==> src/design/framed_csv_integer_parser_core_macros.svh <==
// ----------------------------------------------------------------------------
// Assertion macros shared by the framed CSV integer parser.
// ----------------------------------------------------------------------------
`ifndef FRAMED_CSV_INTEGER_PARSER_CORE_MACROS_SVH
`define FRAMED_CSV_INTEGER_PARSER_CORE_MACROS_SVH

// Same-cycle implication, sampled on clk, off while arst_n is low.
`define FCIP_ASSERT_IMP(lbl, ante, cons, msg) \
	lbl: assert property (@(posedge clk) disable iff (!arst_n) (ante) |-> (cons)) else $error(msg);

// Next-cycle implication, sampled on clk, off while arst_n is low.
`define FCIP_ASSERT_NXT(lbl, ante, cons, msg) \
	lbl: assert property (@(posedge clk) disable iff (!arst_n) (ante) |=> (cons)) else $error(msg);

`endif

==> src/design/fcip_pkg.sv <==
// ----------------------------------------------------------------------------
// fcip_pkg
// Types and constants for the framed CSV integer parser.
// ----------------------------------------------------------------------------
package fcip_pkg;

	localparam int VALUE_SLOTS = 6;
	localparam int VALUE_W     = 16;
	localparam int COUNT_W     = 3;
	localparam int REG_IDX_W   = 2;

	// Register indexes on the configuration port
	localparam logic [REG_IDX_W-1:0] REG_START     = 2'd0;
	localparam logic [REG_IDX_W-1:0] REG_FIRST_END = 2'd1;
	localparam logic [REG_IDX_W-1:0] REG_SECOND_END = 2'd2;
	localparam logic [REG_IDX_W-1:0] REG_SEPARATOR = 2'd3;

	// Register reset values
	localparam logic [7:0] START_RST      = 8'h40;
	localparam logic [7:0] FIRST_END_RST  = 8'h23;
	localparam logic [7:0] SECOND_END_RST = 8'h24;
	localparam logic [7:0] SEPARATOR_RST  = 8'h2c;

	// Character codes
	localparam logic [7:0] CHAR_NUL   = 8'h00;
	localparam logic [7:0] CHAR_TAB   = 8'h09;
	localparam logic [7:0] CHAR_CR    = 8'h0d;
	localparam logic [7:0] CHAR_SPACE = 8'h20;
	localparam logic [7:0] CHAR_PLUS  = 8'h2b;
	localparam logic [7:0] CHAR_MINUS = 8'h2d;
	localparam logic [7:0] CHAR_ZERO  = 8'h30;
	localparam logic [7:0] CHAR_NINE  = 8'h39;

	typedef logic [VALUE_SLOTS-1:0][VALUE_W-1:0] fcip_values_t;

	// Control from the frame sequencer to the token decoder
	typedef struct packed {
		logic clear;   // frame opened
		logic feed;    // payload byte to parse
		logic sep;     // fed byte is the separator
		logic finish;  // frame completed
	} fcip_tok_ctl_t;

	typedef struct packed {
		fcip_values_t       values;
		logic [COUNT_W-1:0] tokens_found;
		logic               complete;
	} fcip_result_t;

endpackage

==> src/design/framed_csv_integer_parser_core.sv <==
// ----------------------------------------------------------------------------
// framed_csv_integer_parser_core
// Framed comma-separated decimal parser: one byte per beat, six values per
// frame.
//
//   channel  direction  handshake            payload
//   rx       in         rx_valid / rx_ready  rx_byte
//   res      out        res_valid/res_ready  value_zero..value_five,
//                                            tokens_found, complete
//   cfg      in         cfg_we               cfg_index, cfg_data
//
// One byte is taken per cycle while the skid entry is empty; a byte updates
// frame and token state in the cycle it is accepted. The frame-end byte places
// its result in the output register on that same edge when the register is
// free, visible the next cycle; otherwise the result waits in the skid entry
// behind it. The skid entry keeps rx_ready high while one result waits in the
// output register; rx_ready drops only while that skid entry is occupied.
// Reset loads the register defaults and clears all state but the result data.
// ----------------------------------------------------------------------------
module framed_csv_integer_parser_core
	import fcip_pkg::*;
#(
	parameter int PAYLOAD_CAPACITY = 63
) (
	input  logic                 clk,
	input  logic                 arst_n,
	input  logic                 rx_valid,
	output logic                 rx_ready,
	input  logic [7:0]           rx_byte,
	output logic                 res_valid,
	input  logic                 res_ready,
	output logic [VALUE_W-1:0]   value_zero,
	output logic [VALUE_W-1:0]   value_one,
	output logic [VALUE_W-1:0]   value_two,
	output logic [VALUE_W-1:0]   value_three,
	output logic [VALUE_W-1:0]   value_four,
	output logic [VALUE_W-1:0]   value_five,
	output logic [COUNT_W-1:0]   tokens_found,
	output logic                 complete,
	input  logic                 cfg_we,
	input  logic [REG_IDX_W-1:0] cfg_index,
	input  logic [7:0]           cfg_data
);

	localparam int LEN_W = $clog2(PAYLOAD_CAPACITY + 1);

	typedef enum logic [1:0] {
		PH_IDLE,
		PH_PAYLOAD,
		PH_TRAILER
	} frame_phase_t;

	frame_phase_t       phase_q, phase_n;
	logic [LEN_W-1:0]   len_q, len_n;
	logic               text_ended_q, text_ended_n;
	logic [7:0]         start_q, first_end_q, second_end_q, separator_q;
	logic               rx_fire, emit, queue_full;
	fcip_tok_ctl_t      tok_ctl;
	fcip_values_t       store_next;
	logic [COUNT_W-1:0] count_next;
	fcip_result_t       result, res_data;
	logic               res_count_full;

	assign rx_ready = !queue_full;
	assign rx_fire  = rx_valid && rx_ready;

	always_ff @(posedge clk or negedge arst_n) begin
		if (!arst_n) begin
			start_q      <= START_RST;
			first_end_q  <= FIRST_END_RST;
			second_end_q <= SECOND_END_RST;
			separator_q  <= SEPARATOR_RST;
		end else if (cfg_we) begin
			case (cfg_index)
				REG_START:      start_q      <= cfg_data;
				REG_FIRST_END:  first_end_q  <= cfg_data;
				REG_SECOND_END: second_end_q <= cfg_data;
				REG_SEPARATOR:  separator_q  <= cfg_data;
				default: ;
			endcase
		end
	end

	always_comb begin
		phase_n      = phase_q;
		len_n        = len_q;
		text_ended_n = text_ended_q;
		tok_ctl      = '0;
		emit         = 1'b0;
		if (rx_fire) begin
			case (phase_q)
				PH_IDLE: begin
					if (rx_byte == start_q) begin
						tok_ctl.clear = 1'b1;
						phase_n       = PH_PAYLOAD;
						len_n         = '0;
						text_ended_n  = 1'b0;
					end
				end
				PH_PAYLOAD: begin
					if (rx_byte == first_end_q) begin
						phase_n = PH_TRAILER;
					end else if (len_q < LEN_W'(PAYLOAD_CAPACITY)) begin
						len_n = len_q + LEN_W'(1);
						if (!text_ended_q) begin
							// NUL stops parsing for the rest of the frame
							if (rx_byte == CHAR_NUL) begin
								text_ended_n = 1'b1;
							end else begin
								tok_ctl.feed = 1'b1;
								tok_ctl.sep  = (rx_byte == separator_q);
							end
						end
					end
				end
				PH_TRAILER: begin
					if (rx_byte == second_end_q) begin
						tok_ctl.finish = 1'b1;
						emit           = 1'b1;
						phase_n        = PH_IDLE;
					end
				end
				default: phase_n = PH_IDLE;
			endcase
		end
	end

	always_ff @(posedge clk or negedge arst_n) begin
		if (!arst_n) begin
			phase_q      <= PH_IDLE;
			len_q        <= '0;
			text_ended_q <= 1'b0;
		end else begin
			phase_q      <= phase_n;
			len_q        <= len_n;
			text_ended_q <= text_ended_n;
		end
	end

	fcip_token u_token (
		.clk        (clk),
		.arst_n     (arst_n),
		.ctl        (tok_ctl),
		.data       (rx_byte),
		.store_next (store_next),
		.count_next (count_next)
	);

	assign result.values       = store_next;
	assign result.tokens_found = count_next;
	assign result.complete     = (count_next == COUNT_W'(VALUE_SLOTS));

	fcip_out_queue u_out_queue (
		.clk       (clk),
		.arst_n    (arst_n),
		.push      (emit),
		.push_data (result),
		.full      (queue_full),
		.out_valid (res_valid),
		.out_ready (res_ready),
		.out_data  (res_data)
	);

	assign value_zero   = res_data.values[0];
	assign value_one    = res_data.values[1];
	assign value_two    = res_data.values[2];
	assign value_three  = res_data.values[3];
	assign value_four   = res_data.values[4];
	assign value_five   = res_data.values[5];
	assign tokens_found = res_data.tokens_found;
	assign complete     = res_data.complete;

	assign res_count_full = (tokens_found == COUNT_W'(VALUE_SLOTS));

`include "framed_csv_integer_parser_core_macros.svh"

	`FCIP_ASSERT_IMP(a_count_range, res_valid, tokens_found <= COUNT_W'(VALUE_SLOTS), "count above six")
	`FCIP_ASSERT_IMP(a_complete_flag, res_valid, complete == res_count_full, "complete flag mismatch")
	`FCIP_ASSERT_NXT(a_emit_shows, emit, res_valid, "frame end gave no result")
	`FCIP_ASSERT_NXT(a_emit_idle, emit, phase_q == PH_IDLE, "frame end left phase busy")
	`FCIP_ASSERT_IMP(a_emit_trailer, emit, (phase_q == PH_TRAILER) && rx_fire, "result outside trailer")

endmodule

==> src/design/fcip_token.sv <==
// ----------------------------------------------------------------------------
// fcip_token
// Per-byte decimal token decoder and six-entry value store.
// ----------------------------------------------------------------------------
module fcip_token
	import fcip_pkg::*;
(
	input  logic               clk,
	input  logic               arst_n,
	input  fcip_tok_ctl_t      ctl,
	input  logic [7:0]         data,
	output fcip_values_t       store_next,
	output logic [COUNT_W-1:0] count_next
);

	typedef enum logic [1:0] {
		TOK_NONE,
		TOK_LEAD,
		TOK_DIGITS,
		TOK_SKIP
	} tok_phase_t;

	tok_phase_t         phase_q, phase_n, phase_cur;
	logic               neg_q, neg_n;
	logic [VALUE_W-1:0] acc_q, acc_n, acc_x10;
	logic [COUNT_W-1:0] count_q;
	fcip_values_t       store_q;
	logic               digit, blank, commit;
	logic [3:0]         dval;

	assign digit   = (data >= CHAR_ZERO) && (data <= CHAR_NINE);
	assign blank   = (data == CHAR_SPACE) || ((data >= CHAR_TAB) && (data <= CHAR_CR));
	assign dval    = 4'(data - CHAR_ZERO);
	assign acc_x10 = {acc_q[VALUE_W-4:0], 3'b000} + {acc_q[VALUE_W-2:0], 1'b0}
		+ VALUE_W'(dval);

	always_comb begin
		phase_n    = phase_q;
		neg_n      = neg_q;
		acc_n      = acc_q;
		count_next = count_q;
		store_next = store_q;
		commit     = 1'b0;
		phase_cur  = (phase_q == TOK_NONE) ? TOK_LEAD : phase_q;
		if (ctl.clear) begin
			phase_n    = TOK_NONE;
			neg_n      = 1'b0;
			acc_n      = '0;
			count_next = '0;
		end else if ((ctl.feed && ctl.sep) || ctl.finish) begin
			commit = 1'b1;
		end else if (ctl.feed) begin
			case (phase_cur)
				TOK_LEAD: begin
					if (blank) begin
						phase_n = TOK_LEAD;
					end else if ((data == CHAR_PLUS) || (data == CHAR_MINUS)) begin
						neg_n   = (data == CHAR_MINUS);
						phase_n = TOK_DIGITS;
					end else if (digit) begin
						phase_n = TOK_DIGITS;
						acc_n   = acc_x10;
					end else begin
						phase_n = TOK_SKIP;
					end
				end
				TOK_DIGITS: begin
					if (digit) begin
						acc_n = acc_x10;
					end else begin
						phase_n = TOK_SKIP;
					end
				end
				default: phase_n = phase_cur;
			endcase
		end
		if (commit) begin
			if ((phase_q != TOK_NONE) && (count_q < COUNT_W'(VALUE_SLOTS))) begin
				store_next[count_q] = neg_q ? (VALUE_W'(0) - acc_q) : acc_q;
				count_next          = count_q + COUNT_W'(1);
			end
			phase_n = TOK_NONE;
			neg_n   = 1'b0;
			acc_n   = '0;
		end
	end

	always_ff @(posedge clk or negedge arst_n) begin
		if (!arst_n) begin
			phase_q <= TOK_NONE;
			neg_q   <= 1'b0;
			acc_q   <= '0;
			count_q <= '0;
			store_q <= '0;
		end else begin
			phase_q <= phase_n;
			neg_q   <= neg_n;
			acc_q   <= acc_n;
			count_q <= count_next;
			store_q <= store_next;
		end
	end

endmodule

==> src/design/fcip_out_queue.sv <==
// ----------------------------------------------------------------------------
// fcip_out_queue
// Result register with one skid entry behind it.
// ----------------------------------------------------------------------------
module fcip_out_queue
	import fcip_pkg::*;
(
	input  logic         clk,
	input  logic         arst_n,
	input  logic         push,
	input  fcip_result_t push_data,
	output logic         full,
	output logic         out_valid,
	input  logic         out_ready,
	output fcip_result_t out_data
);

	logic         out_valid_q, skid_valid_q;
	fcip_result_t out_q, skid_q;

	assign out_valid = out_valid_q;
	assign out_data  = out_q;
	assign full      = skid_valid_q;

	always_ff @(posedge clk or negedge arst_n) begin
		if (!arst_n) begin
			out_valid_q  <= 1'b0;
			skid_valid_q <= 1'b0;
		end else if (!out_valid_q || out_ready) begin
			// head is free this cycle: refill from skid first
			if (skid_valid_q) begin
				out_valid_q  <= 1'b1;
				skid_valid_q <= 1'b0;
			end else begin
				out_valid_q <= push;
			end
		end else if (push) begin
			skid_valid_q <= 1'b1;
		end
	end

	always_ff @(posedge clk) begin
		if (!out_valid_q || out_ready) begin
			if (skid_valid_q) begin
				out_q <= skid_q;
			end else if (push) begin
				out_q <= push_data;
			end
		end else if (push) begin
			skid_q <= push_data;
		end
	end

endmodule

==> config.mk <==
export PLATFORM = sky130hd
export DESIGN_NAME = framed_csv_integer_parser_core
export DESIGN_NICKNAME = d
export VERILOG_FILES = /design/src/design/fcip_pkg.sv /design/src/design/framed_csv_integer_parser_core.sv /design/src/design/fcip_token.sv /design/src/design/fcip_out_queue.sv
export VERILOG_INCLUDE_DIRS = /design/src /design/src/design
export SDC_FILE = /design/constraint.sdc
export NUM_CORES = 1
export LEC_CHECK = 0
export ABC_AREA = 1
export BUFFER_PORTS_ARGS = -buffer_cell sky130_fd_sc_hd__buf_4
export CORE_AREA = 2 2 172 174
export DETAILED_ROUTE_END_ITERATION = 6
export DIE_AREA = 0 0 174 176
export PLACE_DENSITY = 0.74
export SLEW_MARGIN = 20
export SYNTH_ARGS = -nofsm -noshare
export SYNTH_HDL_FRONTEND = slang
export SYNTH_SLANG_ARGS = --single-unit
==> constraint.sdc <==
create_clock -name clk -period 8.3 [get_ports clk]
set_clock_uncertainty 0.2 [all_clocks]
set_input_delay 0.415 -clock clk [delete_from_list [all_inputs] [get_ports clk]]
set_output_delay 0.415 -clock clk [all_outputs]
set_load 0.01 [all_outputs]
==> flow_metrics.tcl <==
set metrics [dict create \
    outcome "complete, no violations" \
    synthArstFlopShare 0.446 \
    cp-end-kind "flip-flop" \
    leakage_nw 8.31 \
    syn_area_per_cell_um2 10.0 \
    drt_iter0_markers 892 \
    synth_cell_types 44 \
    rrSetupSlack_ns 4.74 \
    finalWirelength_mm 34.8 \
    r2r_end "u_out_queue.skid_q[71]" \
    slowest_delay_ns 0.92 \
    worst_pin_slew_ns 1.04 \
    clock.fmax_mhz 281 \
    antenna_found_initial 0 \
    wl_met2_mm 17.2 \
    total_power_w 0.00377 \
    hp-class "in2reg" \
    clockRootBuffer "clkbuf_16" \
    netlist.area_leader.share 0.384 \
    synth_nets 1617 \
    clk_latency_ns 0.52 \
    yosys_register_bits 361 \
    crit_required_ns 8.24 \
    top_layer_used "met4" \
    ys_warn_count 0 \
    fp.coreArea_mm2 0.0285 \
    start_util 0.548 \
    wl_met3_mm 1.82 \
    syn-instance-count 1563 \
    reg2regPathDepth 4 \
    synth_area_leaders "edfxtp_1 38%, dfrtp_1 24%, nand2_1 16%" \
    grt_pass1_vias 10600 \
    cts.sinks 361 \
    grt_remaining_overflow 0 \
    wl_met1_mm 15.0 \
    slowest_stage "buf_4" \
    cts_buffer_depth 3 \
    whs_ns 0.0130 \
    post-cts-setup-buffer-count 0 \
    cts_resized 0 \
    grtUsageTotal 0.229 \
    drive_gt1_frac 0.129 \
    grt_pass1_wl_mm 55.1 \
    path_clk_slew_ns 0.06 \
    pin_count 125 \
    dp_hpwl_mm 22.5 \
    tns_ns 0 \
    num_rows 62 \
    synth_common_cells "651 x nand2_1, 200 x edfxtp_1, 152 x dfrtp_1, 123 x inv_1, 72 x o21ai_0" \
    slew-limit-headroom 0.305 \
    first_pass_iters 6 \
    whs_endpoint "first_end_q[4]" \
    hold_viol_final 0 \
    htree_levels 2 \
    cts_tree "built" \
    wl_per_cell_um 16.6 \
    finalWorstSetupSlack_ns 4.74 \
    worstSetupPathType "reg2reg" \
    cp_data_arrival_time_ns 3.50 \
    yosys.area.top_type "edfxtp_1" \
    cp-start-kind "flip-flop" \
    fp.dieW_um 174 \
    finalSetupViolations 0 \
    grt_max_degree 100 \
    peakVddDrop_uv 218 \
    max_cap_viol_count 0 \
    fin_crit_ns 3.56 \
    holdPathStages 3 \
    postRouteAntennaNets 0 \
    rsz0062_at_grt "false" \
    area_growth_pct 15.8 \
    port_buffers 124 \
    synth.most_common_cell "nand2_1" \
    avgViaCountPerCell 5.20 \
    gpl.final_weighted_congestion 0.896 \
    synth_edf_count 200 \
    min_from "cfg_data[4]" \
    drcViolationCount 0 \
    worstPathCellList "nor2_2, nand3_1, nor2_4, buf_4" \
    fin_crit_sh 0.429 \
    synth_flop_cell "edfxtp_1" \
    yosysSeqAreaShare 0.642 \
    post-place-ws_ns 4.74 \
    slew_viol_final 0 \
    die_h_um 176 \
    synth_area_mm2 0.0157 \
    powerDensity_mw_per_mm2 208 \
    die_area_mm2 0.0306 \
    numCtsBuffers 37 \
    vias 10900 \
    worst-path-max-fanout 75 \
    antenna_cells 0 \
    rr_startpoint "u_out_queue.full" \
    nets 1742 \
]
[worst max-delay path, delay by kind of cell, from the launching register on]
| kind | cells | cell delay [ns] |
|---|---|---|
| AND/OR/NAND/NOR | 3 | 1.27 |
| buffers and inverters | 1 | 0.92 |
| flip-flops | 1 | 0.70 |
[cells in the final DEF, fill, tap and decap left out, types with 20 or more instances in the layout]
cell and count:
inv_1 122, o21ai_0 72, nand3_1 64, edfxtp_1 200, nor2_1 47, buf_4 129
clkbuf_16 38, xor2_1 20, and2_1 32, a21oi_1 26, dfrtp_1 151, xnor2_1 21
ha_1 29, nand2_1 651
[stage by stage]
stage / cell area, um2 / std cells / utilization
final: 18100 / 2100 / 0.635
after global routing: 18100 / 2100 / 0.635
after CTS: 18100 / 2100 / 0.635
after detailed placement: 16900 / 2029 / 0.591
after global placement: 16900 / 2029 / 0.591
after floorplan: 15700 / 1563 / -
[sequential cells by signal (all words and copies together) (netlist names)]
register and flops:
first_end_q 8, len_q 6, phase_q 2, second_end_q 8, separator_q 8, start_q 8
text_ended_q 1, u_out_queue.full 1, u_out_queue.out_data 100, u_out_queue.out_valid 1, u_out_queue.skid_q 100, u_token.acc_q 16
u_token.count_q 3, u_token.neg_q 1, u_token.phase_q 2, u_token.store_q 96
[cell type report]
type / instances / area, um2
clock buffers: 54 / 1050
clock inverters: 13 / 174
fillers: 2293 / 10400
inverters: 129 / 487
multi-input cells: 1025 / 4870
flip-flops and latches: 361 / 10000
well taps: 384 / 480
repair buffers: 134 / 1020
[kinds of logic after synthesis]
kind of cell / count (synthesis) / share of synthesized area
and+or+nand+nor: 832 / 0.220
DFF: 361 / 0.642
buffers and inverters: 177 / 0.0481
AOI/OAI and AO/OA: 121 / 0.0413
xor gates and xnor gates: 41 / 0.0229
adders and majority gates: 31 / 0.0257
[what timing repair did]
item | 4_1_cts | 5_1_grt
endpoints found under the setup margin | 0 | 0
hold buffers | 4 | 0
hold endpoints to repair | 96 | 0
[power breakdown]
part / internal [W] / switching (W) / leakage (nW)
combinational: 0.0000538 / 0.0000927 / 3.83
clock: 0.00101 / 0.000669 / 0.593
sequential: 0.00192 / 0.0000265 / 3.89
[worst max-delay path by stage]
stage | start | end | slack [ns] | depth (start not counted)
6_report | u_out_queue.full | u_out_queue.skid_q[71] | 4.74 | 4
5_1_grt | u_out_queue.full | u_out_queue.skid_q[72] | 4.55 | 4
4_1_cts | u_out_queue.full | u_out_queue.skid_q[73] | 4.75 | 4
3_5_place_dp | rx_byte[6] | u_out_queue.skid_q[71] | 4.74 | 9
3_3_place_gp | rx_byte[3] | u_out_queue.skid_q[4] | 4.81 | 9
2_1_floorplan | rx_byte[1] | u_out_queue.out_data[0] | 1.62 | 8
[per-layer routing]
metal	up-vias	track usage
met4	0	0.0616
li1	5288	-
met1	5247	0.307
met2	315	0.395
met5	-	0
met3	62	0.0362
No activity file was read; power rests on OpenSTA's default activity.
